$ cat src/rtl/core/round_robin_task_scheduler_core_macros.svh
// ----------------------------------------------------------------------------
// round-robin task scheduler assertion macros
// shared property forms, clocked on clk, quiet while rst_n is low
// ----------------------------------------------------------------------------
`ifndef ROUND_ROBIN_TASK_SCHEDULER_CORE_MACROS_SVH
`define ROUND_ROBIN_TASK_SCHEDULER_CORE_MACROS_SVH

// condition holds at every edge
`define RRTS_ASSERT_ALWAYS(label, cond, msg) \
  label: assert property (@(posedge clk) disable iff (!rst_n) (cond)) else $error(msg);

// consequent holds on the edge after the antecedent
`define RRTS_ASSERT_NEXT(label, ante, cons, msg) \
  label: assert property (@(posedge clk) disable iff (!rst_n) (ante) |=> (cons)) \
    else $error(msg);

`endif

$ cat src/rtl/core/rrts_pkg.sv
`timescale 1ns / 1ps
// ----------------------------------------------------------------------------
// rrts_pkg
// types and constants of the round-robin task scheduler
// ----------------------------------------------------------------------------
package rrts_pkg;

  localparam int QUEUE_DEPTH_DEF = 16;

  localparam int ID_W    = 8;
  localparam int LEN_W   = 16;
  localparam int TIME_W  = 16;
  localparam int SLICE_W = 8;

  localparam logic [SLICE_W-1:0] QUANTUM_RESET = 8'd4;

  // input kind
  localparam logic CMD_TICK   = 1'b0;
  localparam logic CMD_ARRIVE = 1'b1;

  // result kind
  localparam logic EVT_DONE   = 1'b0;
  localparam logic EVT_REJECT = 1'b1;

  typedef struct packed {
    logic [ID_W-1:0]   task_id;
    logic [LEN_W-1:0]  remaining;
    logic [TIME_W-1:0] arrival;
    logic [LEN_W-1:0]  burst_length;
  } entry_t;

  typedef enum logic [2:0] {
    ST_IDLE,
    ST_ROT_WB,
    ST_RUN_RD,
    ST_RUN_WB,
    ST_REJECT
  } state_t;

endpackage

$ cat src/rtl/core/rrts_ram.sv
`timescale 1ns / 1ps
// ----------------------------------------------------------------------------
// rrts_ram
// generic single-write, single-read ram with registered read data
// ----------------------------------------------------------------------------
module rrts_ram #(
  parameter int WIDTH = 56,
  parameter int DEPTH = 16
) (
  input  logic                     clk,
  input  logic                     wr_en,
  input  logic [$clog2(DEPTH)-1:0] wr_addr,
  input  logic [WIDTH-1:0]         wr_data,
  input  logic                     rd_en,
  input  logic [$clog2(DEPTH)-1:0] rd_addr,
  output logic [WIDTH-1:0]         rd_data
);

  logic [WIDTH-1:0] mem [DEPTH];
  logic [WIDTH-1:0] rd_data_r;

  always_ff @(posedge clk) begin
    if (wr_en) begin
      mem[wr_addr] <= wr_data;
    end
    if (rd_en) begin
      rd_data_r <= mem[rd_addr];
    end
  end

  assign rd_data = rd_data_r;

endmodule

$ cat src/rtl/core/round_robin_task_scheduler_core.sv
`timescale 1ns / 1ps
// Round-robin time-slice scheduler. Tasks sit in a circular queue held in one
// RAM with a registered read; head, tail, count, time and slice counters are
// registers. Items are handled one at a time: an arrival is written to the
// tail of the queue, or, when the queue is full, produces a reject item; a
// tick with an empty queue only advances time; a tick that runs the head task
// reads it, then writes it back or completes it, and the head task may first
// be rotated to the tail, which costs an extra read and write of the RAM.
// A result waiting on the output does not block the next item; the block only
// stalls when a new result is ready and the previous one has not been taken.
// The quantum register may be written whenever the block is idle.
`include "round_robin_task_scheduler_core_macros.svh"
// ----------------------------------------------------------------------------
// round_robin_task_scheduler_core
// top level: stream in/out, quantum register, queue control around the ram
// ----------------------------------------------------------------------------
module round_robin_task_scheduler_core #(
  parameter int QUEUE_DEPTH = rrts_pkg::QUEUE_DEPTH_DEF
) (
  input  logic        clk,
  input  logic        rst_n,
  input  logic        in_tvalid,
  output logic        in_tready,
  input  logic [23:0] in_tdata,   // task_id [7:0], burst_length [23:8]
  input  logic        in_tuser,   // command [0]
  output logic        out_tvalid,
  input  logic        out_tready,
  output logic [39:0] out_tdata,  // done_task_id [7:0], turnaround [23:8], waiting [39:24]
  output logic        out_tuser,  // event_kind [0]
  input  logic        cfg_valid,
  output logic        cfg_ready,
  input  logic [7:0]  cfg_data    // quantum [7:0]
);

  localparam int PTR_W = (QUEUE_DEPTH > 1) ? $clog2(QUEUE_DEPTH) : 1;
  localparam int CNT_W = $clog2(QUEUE_DEPTH + 1);
  localparam logic [CNT_W-1:0] CNT_FULL = CNT_W'(QUEUE_DEPTH);
  localparam logic [PTR_W-1:0] PTR_LAST = PTR_W'(QUEUE_DEPTH - 1);

  function automatic logic [PTR_W-1:0] ptr_inc(input logic [PTR_W-1:0] p);
    ptr_inc = (p == PTR_LAST) ? '0 : p + PTR_W'(1);
  endfunction

  rrts_pkg::state_t state_r, state_nxt;
  logic [PTR_W-1:0] head_r, head_nxt;
  logic [PTR_W-1:0] tail_r, tail_nxt;
  logic [CNT_W-1:0] count_r, count_nxt;
  logic [rrts_pkg::TIME_W-1:0]  time_r, time_nxt;
  logic [rrts_pkg::SLICE_W-1:0] slice_r, slice_nxt;
  logic [rrts_pkg::SLICE_W-1:0] quantum_r;
  logic [rrts_pkg::ID_W-1:0]    rej_id_r, rej_id_nxt;
  logic        out_tvalid_r, out_tvalid_nxt;
  logic        out_tuser_r, out_tuser_nxt;
  logic [39:0] out_tdata_r, out_tdata_nxt;

  logic             wr_en, rd_en;
  logic [PTR_W-1:0] wr_addr;
  rrts_pkg::entry_t wr_entry, rd_entry;
  logic [$bits(rrts_pkg::entry_t)-1:0] rd_word;

  logic                        in_fire, out_free, finish_fire;
  logic [rrts_pkg::ID_W-1:0]   in_id;
  logic [rrts_pkg::LEN_W-1:0]  in_burst;
  logic [rrts_pkg::TIME_W-1:0] time_inc, tat, wt;

  assign in_id    = in_tdata[7:0];
  assign in_burst = in_tdata[23:8];
  assign in_fire  = in_tvalid && in_tready;
  assign out_free = !out_tvalid_r || out_tready;
  assign rd_entry = rrts_pkg::entry_t'(rd_word);
  assign time_inc = time_r + rrts_pkg::TIME_W'(1);
  assign tat      = time_inc - rd_entry.arrival;
  assign wt       = tat - rd_entry.burst_length;
  assign cfg_ready = 1'b1;

  rrts_ram #(
    .WIDTH($bits(rrts_pkg::entry_t)),
    .DEPTH(QUEUE_DEPTH)
  ) u_queue (
    .clk    (clk),
    .wr_en  (wr_en),
    .wr_addr(wr_addr),
    .wr_data(wr_entry),
    .rd_en  (rd_en),
    .rd_addr(head_r),
    .rd_data(rd_word)
  );

  always_ff @(posedge clk) begin
    if (!rst_n) begin
      state_r      <= rrts_pkg::ST_IDLE;
      head_r       <= '0;
      tail_r       <= '0;
      count_r      <= '0;
      time_r       <= '0;
      slice_r      <= '0;
      quantum_r    <= rrts_pkg::QUANTUM_RESET;
      out_tvalid_r <= 1'b0;
    end else begin
      state_r      <= state_nxt;
      head_r       <= head_nxt;
      tail_r       <= tail_nxt;
      count_r      <= count_nxt;
      time_r       <= time_nxt;
      slice_r      <= slice_nxt;
      out_tvalid_r <= out_tvalid_nxt;
      if (cfg_valid && cfg_ready) begin
        quantum_r <= cfg_data;
      end
    end
  end

  always_ff @(posedge clk) begin
    rej_id_r    <= rej_id_nxt;
    out_tuser_r <= out_tuser_nxt;
    out_tdata_r <= out_tdata_nxt;
  end

  always_comb begin
    state_nxt      = state_r;
    head_nxt       = head_r;
    tail_nxt       = tail_r;
    count_nxt      = count_r;
    time_nxt       = time_r;
    slice_nxt      = slice_r;
    rej_id_nxt     = rej_id_r;
    out_tuser_nxt  = out_tuser_r;
    out_tdata_nxt  = out_tdata_r;
    out_tvalid_nxt = out_tvalid_r && !out_tready;
    in_tready      = (state_r == rrts_pkg::ST_IDLE);
    wr_en          = 1'b0;
    wr_addr        = tail_r;
    wr_entry       = rd_entry;
    rd_en          = 1'b0;
    finish_fire    = 1'b0;

    unique case (state_r)
      rrts_pkg::ST_IDLE: begin
        if (in_fire) begin
          if (in_tuser == rrts_pkg::CMD_ARRIVE) begin
            if (count_r == CNT_FULL) begin
              rej_id_nxt = in_id;
              state_nxt  = rrts_pkg::ST_REJECT;
            end else begin
              wr_en                 = 1'b1;
              wr_entry.task_id      = in_id;
              wr_entry.remaining    = in_burst;
              wr_entry.arrival      = time_r;
              wr_entry.burst_length = in_burst;
              tail_nxt              = ptr_inc(tail_r);
              count_nxt             = count_r + CNT_W'(1);
            end
          end else if (count_r == '0) begin
            time_nxt = time_inc;
          end else begin
            rd_en     = 1'b1;
            state_nxt = (slice_r >= quantum_r) ? rrts_pkg::ST_ROT_WB : rrts_pkg::ST_RUN_WB;
          end
        end
      end
      rrts_pkg::ST_ROT_WB: begin
        // move head entry to the tail
        wr_en     = 1'b1;
        wr_addr   = tail_r;
        wr_entry  = rd_entry;
        head_nxt  = ptr_inc(head_r);
        tail_nxt  = ptr_inc(tail_r);
        slice_nxt = '0;
        state_nxt = rrts_pkg::ST_RUN_RD;
      end
      rrts_pkg::ST_RUN_RD: begin
        rd_en     = 1'b1;
        state_nxt = rrts_pkg::ST_RUN_WB;
      end
      rrts_pkg::ST_RUN_WB: begin
        if (rd_entry.remaining <= rrts_pkg::LEN_W'(1)) begin
          if (out_free) begin
            finish_fire    = 1'b1;
            out_tvalid_nxt = 1'b1;
            out_tuser_nxt  = rrts_pkg::EVT_DONE;
            out_tdata_nxt  = {wt, tat, rd_entry.task_id};
            head_nxt       = ptr_inc(head_r);
            count_nxt      = count_r - CNT_W'(1);
            slice_nxt      = '0;
            time_nxt       = time_inc;
            state_nxt      = rrts_pkg::ST_IDLE;
          end
        end else begin
          wr_en              = 1'b1;
          wr_addr            = head_r;
          wr_entry           = rd_entry;
          wr_entry.remaining = rd_entry.remaining - rrts_pkg::LEN_W'(1);
          time_nxt           = time_inc;
          slice_nxt          = slice_r + rrts_pkg::SLICE_W'(1);
          state_nxt          = rrts_pkg::ST_IDLE;
        end
      end
      rrts_pkg::ST_REJECT: begin
        if (out_free) begin
          out_tvalid_nxt = 1'b1;
          out_tuser_nxt  = rrts_pkg::EVT_REJECT;
          out_tdata_nxt  = {32'd0, rej_id_r};
          state_nxt      = rrts_pkg::ST_IDLE;
        end
      end
      default: begin
        state_nxt = rrts_pkg::ST_IDLE;
      end
    endcase
  end

  assign out_tvalid = out_tvalid_r;
  assign out_tuser  = out_tuser_r;
  assign out_tdata  = out_tdata_r;

  `RRTS_ASSERT_ALWAYS(a_count_bound, count_r <= CNT_FULL, "task count above queue depth")
  `RRTS_ASSERT_ALWAYS(a_empty_ptrs, (count_r != '0) || (head_r == tail_r),
                      "empty queue with head and tail apart")
  `RRTS_ASSERT_ALWAYS(a_reject_full, (state_r != rrts_pkg::ST_REJECT) || (count_r == CNT_FULL),
                      "reject without a full queue")
  `RRTS_ASSERT_NEXT(a_finish_pop, finish_fire, count_r == $past(count_r) - CNT_W'(1),
                    "completion did not remove a task")

endmodule
$ cat config.mk
export PLATFORM = sky130hd
export DESIGN_NAME = round_robin_task_scheduler_core
export DESIGN_NICKNAME = d
export VERILOG_FILES = /design/src/rtl/core/rrts_pkg.sv /design/src/rtl/core/rrts_ram.sv /design/src/rtl/core/round_robin_task_scheduler_core.sv
export VERILOG_INCLUDE_DIRS = /design/src /design/src/rtl/core
export SDC_FILE = /design/constraint.sdc
export NUM_CORES = 1
export LEC_CHECK = 0
export CAP_MARGIN = 20
export CORE_AREA = 2 2 277 279
export CTS_CLUSTER_DIAMETER = 200
export DETAILED_ROUTE_END_ITERATION = 8
export DIE_AREA = 0 0 279 281
export DONT_BUFFER_PORTS = 1
export PLACE_DENSITY = 0.71
export SLEW_MARGIN = 10
export SYNTH_ARGS = -nofsm -noshare
export SYNTH_HDL_FRONTEND = slang
export SYNTH_SLANG_ARGS = --single-unit
$ cat constraint.sdc
create_clock -name clk -period 15.3 [get_ports clk]
set_input_delay 1.53 -clock clk [delete_from_list [all_inputs] [get_ports clk]]
set_output_delay 1.53 -clock clk [all_outputs]
set_load 0.03 [all_outputs]
## After elaboration in Yosys (flattened, before gate mapping)

Memory sizes are Yosys's and may differ from the RTL's. A register that Yosys moved wholly into a read port is not among the register bits.
Cells that the tools add are included.

| operators by class | value |
|---|---|
| $add $sub $neg | 9 |
| multipliers | 0 |
| divide/modulo/power cells | 0 |
| order comparisons | 2 |
| equality and inequality tests | 18 |
| shifts and indexed selects | 0 |
| mux-type cells | 61 |
| bitwise operators | 0 |
| reduce and logical (&&, ||, !) cells | 19 |

Operators with widths:

| operator | number |
|---|---|
| 2-to-1 mux 56 bit | 3 |
| 2-to-1 mux 40 bit | 3 |
| case mux 56 bit (2 select lines) | 1 |
| 2-to-1 mux 16 bit | 5 |
| case mux 40 bit (2 select lines) | 1 |
| 2-to-1 mux 48 bit | 1 |
| 2-to-1 mux 4 bit | 9 |
| case mux 16 bit (2 select lines) | 1 |
| subtractor 16 bit | 2 |
| 2-to-1 mux 5 bit | 5 |
| 2-to-1 mux 3 bit | 6 |
| adder 16 x 1 -> 16 bit (second input constant) | 1 |
| less-or-equal comparator 16 x 1 -> 1 bit (second input constant) | 1 |
| 2-to-1 mux 8 bit | 2 |
| case mux 4 bit (2 select lines) | 2 |
| case mux 8 bit (2 select lines) | 1 |
| subtractor 16 x 1 -> 16 bit (second input constant) | 1 |
| case mux 3 bit (5 select lines) | 1 |
| 2-to-1 mux 1 bit | 14 |
| AND reduction 4 bit | 3 |
| != test 2 bit (second input constant) | 5 |
| case mux 5 bit (2 select lines) | 1 |
| adder 4 x 1 -> 4 bit (second input constant) | 2 |
| adder 8 x 1 -> 8 bit (second input constant) | 1 |
| other kinds (24) | 37 |

| word-level totals | value |
|---|---|
| register bits | 98 |
| bits in latches | 0 |
| memory bits (writable) | 896 |
| ROM bits | 0 |
| bits of input ports | 38 |
| output and inout port bits | 44 |
| logic and storage cells | 121 |
| memories | 1 |

Memory list:

| memory | words | bits a word | read ports | clocked after Yosys merged registers in | wr ports | line | source |
|---|---|---|---|---|---|---|---|
| u_queue.mem | 16 | 56 | 1 | 1 | 1 | rrts_ram.sv:19 | `logic [WIDTH-1:0] mem [DEPTH];` |

## Depth between registers and ports, before layout

| logic depth | value |
|---|---|
| depth in word-level cells | 7 |
| gate-level depth with buffers | 20 |

## Modules after synthesis

A second synthesis with hierarchy kept.

| second synthesis, totals | value |
|---|---|
| cell total of the unflattened synthesis | 2305 |
| area total of the unflattened synthesis | 42358.1 um^2 |

By module, submodules not included:

| module | instances | cells an instance | area an instance (um^2) |
|---|---|---|---|
| rrts_ram | 1 | 1445 | 35238.8 |
| round_robin_task_scheduler_core | 1 | 860 | 7119.3 |

## Worst setup path before layout

OpenSTA, ideal clock, no wires.

| timing path | value |
|---|---|
| path type | input-to-reg |
| start point | input port in_tuser |
| end point | register u_queue.rd_data_r[0], in the netlist u_queue.rd_data[0], read port of u_queue.mem (enable) |
| arrival | 5.683 ns |
| required time | 14.761 ns |
| slack | 9.078 ns |
| stages on the path | 4 |
| buffers on the path | 1 |
| cell sequence | clkbuf_1 > inv_1 > a31oi_1 > nor3_1 |

| between the ends | value |
|---|---|
| cells in the longest elaborated chain, start to end | 3 |

RTL lines:

| what | line | source |
|---|---|---|
| start: declaration | round_robin_task_scheduler_core.sv:25 | `input logic in_tuser,` |
| 2-to-1 mux 1 bit | round_robin_task_scheduler_core.sv:140 | `if (in_tuser == rrts_pkg::CMD_ARRIVE) begin` |
| 2-to-1 mux 1 bit | round_robin_task_scheduler_core.sv:139 | `if (in_fire) begin` |
| case mux 1 bit (2 select lines) | round_robin_task_scheduler_core.sv:137 | `unique case (state_r)` |
| named net rd_en | round_robin_task_scheduler_core.sv:56 | `logic wr_en, rd_en;` |
| end: declaration | rrts_ram.sv:20 | `logic [WIDTH-1:0] rd_data_r;` |

The timed path passes the listed nets, and every way through them passes these cells.
A chain may end at the register's enable or synchronous reset.

## Worst setup path after layout

| timing path | value |
|---|---|
| start point | register time_r[0] in the netlist's numbering |
| end point | register out_tdata_r[39], in the netlist out_tdata[39], data pin |

| between the ends | value |
|---|---|
| cells in the longest elaborated chain, start to end | 6 |

RTL lines:

| what | line | source |
|---|---|---|
| start: declaration | round_robin_task_scheduler_core.sv:48 | `logic [rrts_pkg::TIME_W-1:0] time_r, time_nxt;` |
| start signal: assignment | round_robin_task_scheduler_core.sv:104 | `time_r <= time_nxt;` |
| adder 16 x 1 -> 16 bit | round_robin_task_scheduler_core.sv:71 | `assign time_inc = time_r + rrts_pkg::TIME_W'(1);` |
| named net time_inc, one bit | round_robin_task_scheduler_core.sv:64 | `logic [rrts_pkg::TIME_W-1:0] time_inc, tat, wt;` |
| subtractor 16 bit | round_robin_task_scheduler_core.sv:72 | `assign tat = time_inc - rd_entry.arrival;` |
| named net tat, one bit | round_robin_task_scheduler_core.sv:64 |  |
| subtractor 16 bit | round_robin_task_scheduler_core.sv:73 | `assign wt = tat - rd_entry.burst_length;` |
| 2-to-1 mux 40 bit | round_robin_task_scheduler_core.sv:177 | `if (out_free) begin` |
| 2-to-1 mux 40 bit | round_robin_task_scheduler_core.sv:176 | `if (rd_entry.remaining <= rrts_pkg::LEN_W'(1)) begin` |
| case mux 40 bit (2 select lines) | round_robin_task_scheduler_core.sv:137 |  |
| end signal: assignment | round_robin_task_scheduler_core.sv:116 | `out_tdata_r <= out_tdata_nxt;` |
| end: declaration | round_robin_task_scheduler_core.sv:54 | `logic [39:0] out_tdata_r, out_tdata_nxt;` |

The timed path passes the listed nets, and every way through them passes these cells. The select of a mux whose other input is x is not followed.

==> metrics.md <==
| Metric | Value |
|---|---|
| YS warnings | `0` |
| Vias | `roughly 21,000` |
| Synth area leader | `edfxtp_1` |
| Status | `finished clean` |
| Num ports | `82` |
| CTS max path bufs | `3` |
| Residual DRC | `0` |
| RSZ-0062 raised after global routing | `no` |
| Comb pwr share | `7.4%` |
| GRT Util Overall | `~25%` |
| Worst r2r dst | `out_tdata[39]` |
| Buf/Inv on CP | `0` |
| Synth area leaders | `edfxtp_1 72%, mux4_2 15%, dfxtp_1 2.3%, ha_1 1.4%, nand2_1 1.3%` |
| Top-area cell type share of the netlist area | `between 70% and 80%` |
| Hold Startpoint | `quantum_r[1]` |
| GRT overflow | `0` |
| Final setup fails | `0` |
| HP Class | `reg2reg` |
| Maximum vdd drop | `0.0965 mV` |
| First-pass GRT wire length | `about 140,000 um` |
| Worst EP required | `15,820 ps` |
| Cells after Synth | `around 2,100` |
| Routed wl met2 | `45,400 um` |
| Pre-CTS setup slack | `~10,000 ps` |
| CTS tree | `done` |
| Critical path endpoint category | `register` |
| Min Tclk post-route | `between 4000 and 5000 ps` |
| Delay-heaviest family, CP | `simple AND/OR/NAND/NOR gates` |
| Mean Syn Cell Area | `19.6 um^2` |
| Reg2Reg Setup Slack | `10,430 ps` |
| Main synth FF type | `edfxtp_1` |
| Core area | `roughly 0.075 mm^2` |
| Uppermost layer routed | `met5` |
| Max incr delay on CP | `between 400 and 500 ps` |
| Slowest CP cell | `dfxtp_1` |
| Cell Area, Synth | `approximately 0.042 mm^2` |
| Drt total wl | `around 96,000 um` |
| WHS Path Cells | `2` |
| Internal power | `approximately 4800 uW` |
| Routability cong. | `0.876` |
| Clock sinks | `between 1,000 and 1,500` |
| Cts repair resizes | `0` |
| NetSw | `1380 uW` |
| Die W | `~280 um` |
| Fin crit share | `31.8%` |
| DRT antenna net count | `0` |
| Initial core utilization | `55.6%` |
| Initial DRC count | `2,421` |
| Crit Path Class | `reg2reg` |
| Clock Latency Late Sink | `roughly 670 ps` |
| Post-CTS setup buffer count | `0` |
| Worst R2R Start | `time_r[0]` |
| CTS clock-pin slew for the worst setup and hold paths | `60 ps` |
| Final hold slack | `498 ps` |
| WL met3 | `between 9000 and 10,000 um` |
| Maximum number of pins on one net before global-route repair | `149` |
| Max frequency | `205 MHz` |
| CP max FO | `5` |
| Antenna violations before repair | `8` |
| Die Area | `a little under 0.08 mm^2` |
| # rows | `between 100 and 150` |
| Hold Vio Cnt, Final | `0` |
| Worst Tran Pin Value | `approximately 1200 ps` |
| Leakage dissipation | `0.0150 uW` |
| Worst Path Arrival | `5390 ps` |
| Critical path launch point type | `register` |
| Synthesized flop and latch total | `1,050` |
| Sequential power share | `between 50% and 60%` |
| Vias in the first global route | `roughly 22,000` |
| Post-route setup slack | `10,430 ps` |
| Area Overhead vs Synth | `11.5%` |
| Root Driver | `clkbuf_16` |
| HPWL after DPL | `52,700 um` |
| Fin cells | `3,291` |
| Relative slew slack | `22.6%` |
| Via-to-Cell Ratio | `roughly 6.4` |
| Port Buffers | `0` |
| Share of async-settable or async-resettable flops after synthesis | `0%` |
| Chip Height | `roughly 280 um` |
| Net switching fraction of the power | `roughly 22%` |
| Clock group share of total power | `roughly two fifths` |
| Register area share after synthesis | `74.0%` |
| Hold EP | `quantum_r[1]` |
| Routed len/inst | `29.2 um` |
| H-tree levels | `3` |
| Clk_skew | `between 30 and 40 ps` |
| Layout cells sized above 1 | `between 20% and 30%` |
| Cell Pwr Density | `132 mW/mm^2` |
| Max Cap Viol | `0` |
| Synth cell types | `59` |
| Number of cells on the worst reg-to-reg path | `19` |
| Worst-path cell chain | `ha_1 > and3_1 > and3_1 > and3_1 > xor2_1 > ha_1 > and2_1 > o21ai_0 > nand3_1 > xor2_1 > ha_1 > a41oi_1 > o21ai_0 > or3_1 > o211ai_1 > o21ai_0 > a21oi_1 > xor3_1 > nor2_1` |
| TritonCTS buffer count | `104` |
| Max-slew violations | `0` |
| Post-synth EDFFs | `approximately 1,000` |
| Nets@finish | `2,308` |
| Syn Nets | `approximately 2,200` |
| CTS Hold Bufs | `0` |
| Drt pass-1 iters | `7` |
| Placed Cells incl. Taps | `3,086` |
| Total negative slack | `0 ps` |
| M1 WL | `38,600 um` |
## synthesized netlist by cell type, types with 6 or more instances
master and n:
ha_1 47, xor2_1 38, and2_1 17, o21a_1 6, o21ai_0 56, clkbuf_1 68, buf_1 21, nand2b_1 14
mux4_2 280, o311ai_0 7, a21oi_1 36, and3_1 11, xnor2_1 25, dfxtp_1 49, nand3_1 15, nand2_1 140
nand4_1 7, edfxtp_1 1001, o211ai_1 17, inv_1 63, nor3_1 14, nor2_1 99, a31oi_1 8, a21o_1 10
mux2i_1 11, or3_1 12
## flip-flops by register name, summed over array words and instances, names as in the netlist
| signal | flops |
|---|---|
| tail_r | 4 |
| time_r | 16 |
| rej_id_r | 8 |
| u_queue.mem | 896 |
| state_r | 3 |
| u_queue.rd_data | 56 |
| out_tuser | 1 |
| count_r | 5 |
| out_tdata | 40 |
| slice_r | 8 |
| quantum_r | 8 |
| head_r | 4 |
| out_tvalid | 1 |
## per-layer routing
| layer | global-route usage (%) | up-vias |
|---|---|---|
| met5 | 0 | - |
| met4 | 7.69 | 8 |
| met3 | 6.20 | 178 |
| met2 | 39.6 | 1031 |
| met1 | 34.8 | 10992 |
| li1 | - | 8803 |
## area by class of cell
cell class | instances | area [um^2]
antenna | 5 | 12.5
clock buffer | 136 | 2810
clock inverter | 58 | 413
fill | 5104 | 28600
inverter | 66 | 250
multi-input combinational | 926 | 10500
sequential | 1050 | 31100
tap | 978 | 1220
timing repair buffer | 72 | 588
## worst max-delay path by stage
stage	start	to	slack, ps	depth (start not counted)
after floorplan	in_tuser	u_queue.rd_data[0]	9080	4
after global placement	time_r[0]	out_tdata[39]	10540	19
after detailed placement	time_r[0]	out_tdata[39]	10490	19
after CTS	time_r[0]	out_tdata[39]	10460	19
after global routing	time_r[0]	out_tdata[39]	10000	19
final	time_r[0]	out_tdata[39]	10430	19
## kinds of logic after synthesis
kind of cell | Yosys count | synth area share (%)
and+or+nand+nor | 354 | 3.83
DFF | 1050 | 74.0
buffers and inverters | 161 | 1.49
adders and majority gates | 50 | 1.54
AOI/OAI and AO/OA | 166 | 2.48
muxes | 291 | 15.3
xor gates and xnor gates | 64 | 1.37
other | 1 | 0.00894
## layout by cell type, fill, tap and decap left out, types with 14 or more instances in the layout
| master | instances |
|---|---|
| o211ai_1 | 17 |
| ha_1 | 47 |
| buf_4 | 64 |
| nor2_1 | 82 |
| inv_1 | 63 |
| and2_1 | 17 |
| xnor2_1 | 25 |
| clkbuf_1 | 26 |
| clkbuf_16 | 106 |
| nand2_1 | 140 |
| o21ai_0 | 55 |
| dfxtp_1 | 46 |
| nand2b_1 | 14 |
| edfxtp_1 | 1001 |
| a21oi_1 | 35 |
| xor2_1 | 38 |
| nor2_4 | 17 |
| clkinv_1 | 31 |
| nand3_1 | 15 |
| clkinv_2 | 14 |
| mux4_2 | 280 |
## power by group through the flow
stage / sequential (uW) / clock [uW] / combinational, uW
6_report: 3320 / 2400 / 458
2_1_floorplan: 3370 / 0 / 309
3_5_place_dp: 3380 / 0 / 453
5_1_grt: 3320 / 2540 / 498
4_1_cts: 3320 / 2430 / 455
3_3_place_gp: 3370 / 0 / 436
## stage by stage
| step | total power, uW | cell area, um^2 | util, % |
|---|---|---|---|
| floorplan | 3680 | 42000 | - |
| global placement | 3810 | 43500 | 57.6 |
| detailed placement | 3830 | 43500 | 57.6 |
| CTS | 6210 | 46700 | 61.9 |
| global route | 6360 | 46800 | 62.0 |
| finish | 6170 | 46800 | 62.0 |
## worst reg2reg max path, cell delays in order (launching register included)
cell and delay, ps:
dfxtp_1 420, ha_1 240, and3_1 220, and3_1 220, and3_1 220, xor2_1 160
ha_1 280, and2_1 150, o21ai_0 370, nand3_1 160, xor2_1 170, ha_1 340
a41oi_1 230, o21ai_0 170, or3_1 350, o211ai_1 250, o21ai_0 120, a21oi_1 220
xor3_1 340, nor2_1 90
No activity file was read; power rests on OpenSTA's default activity.
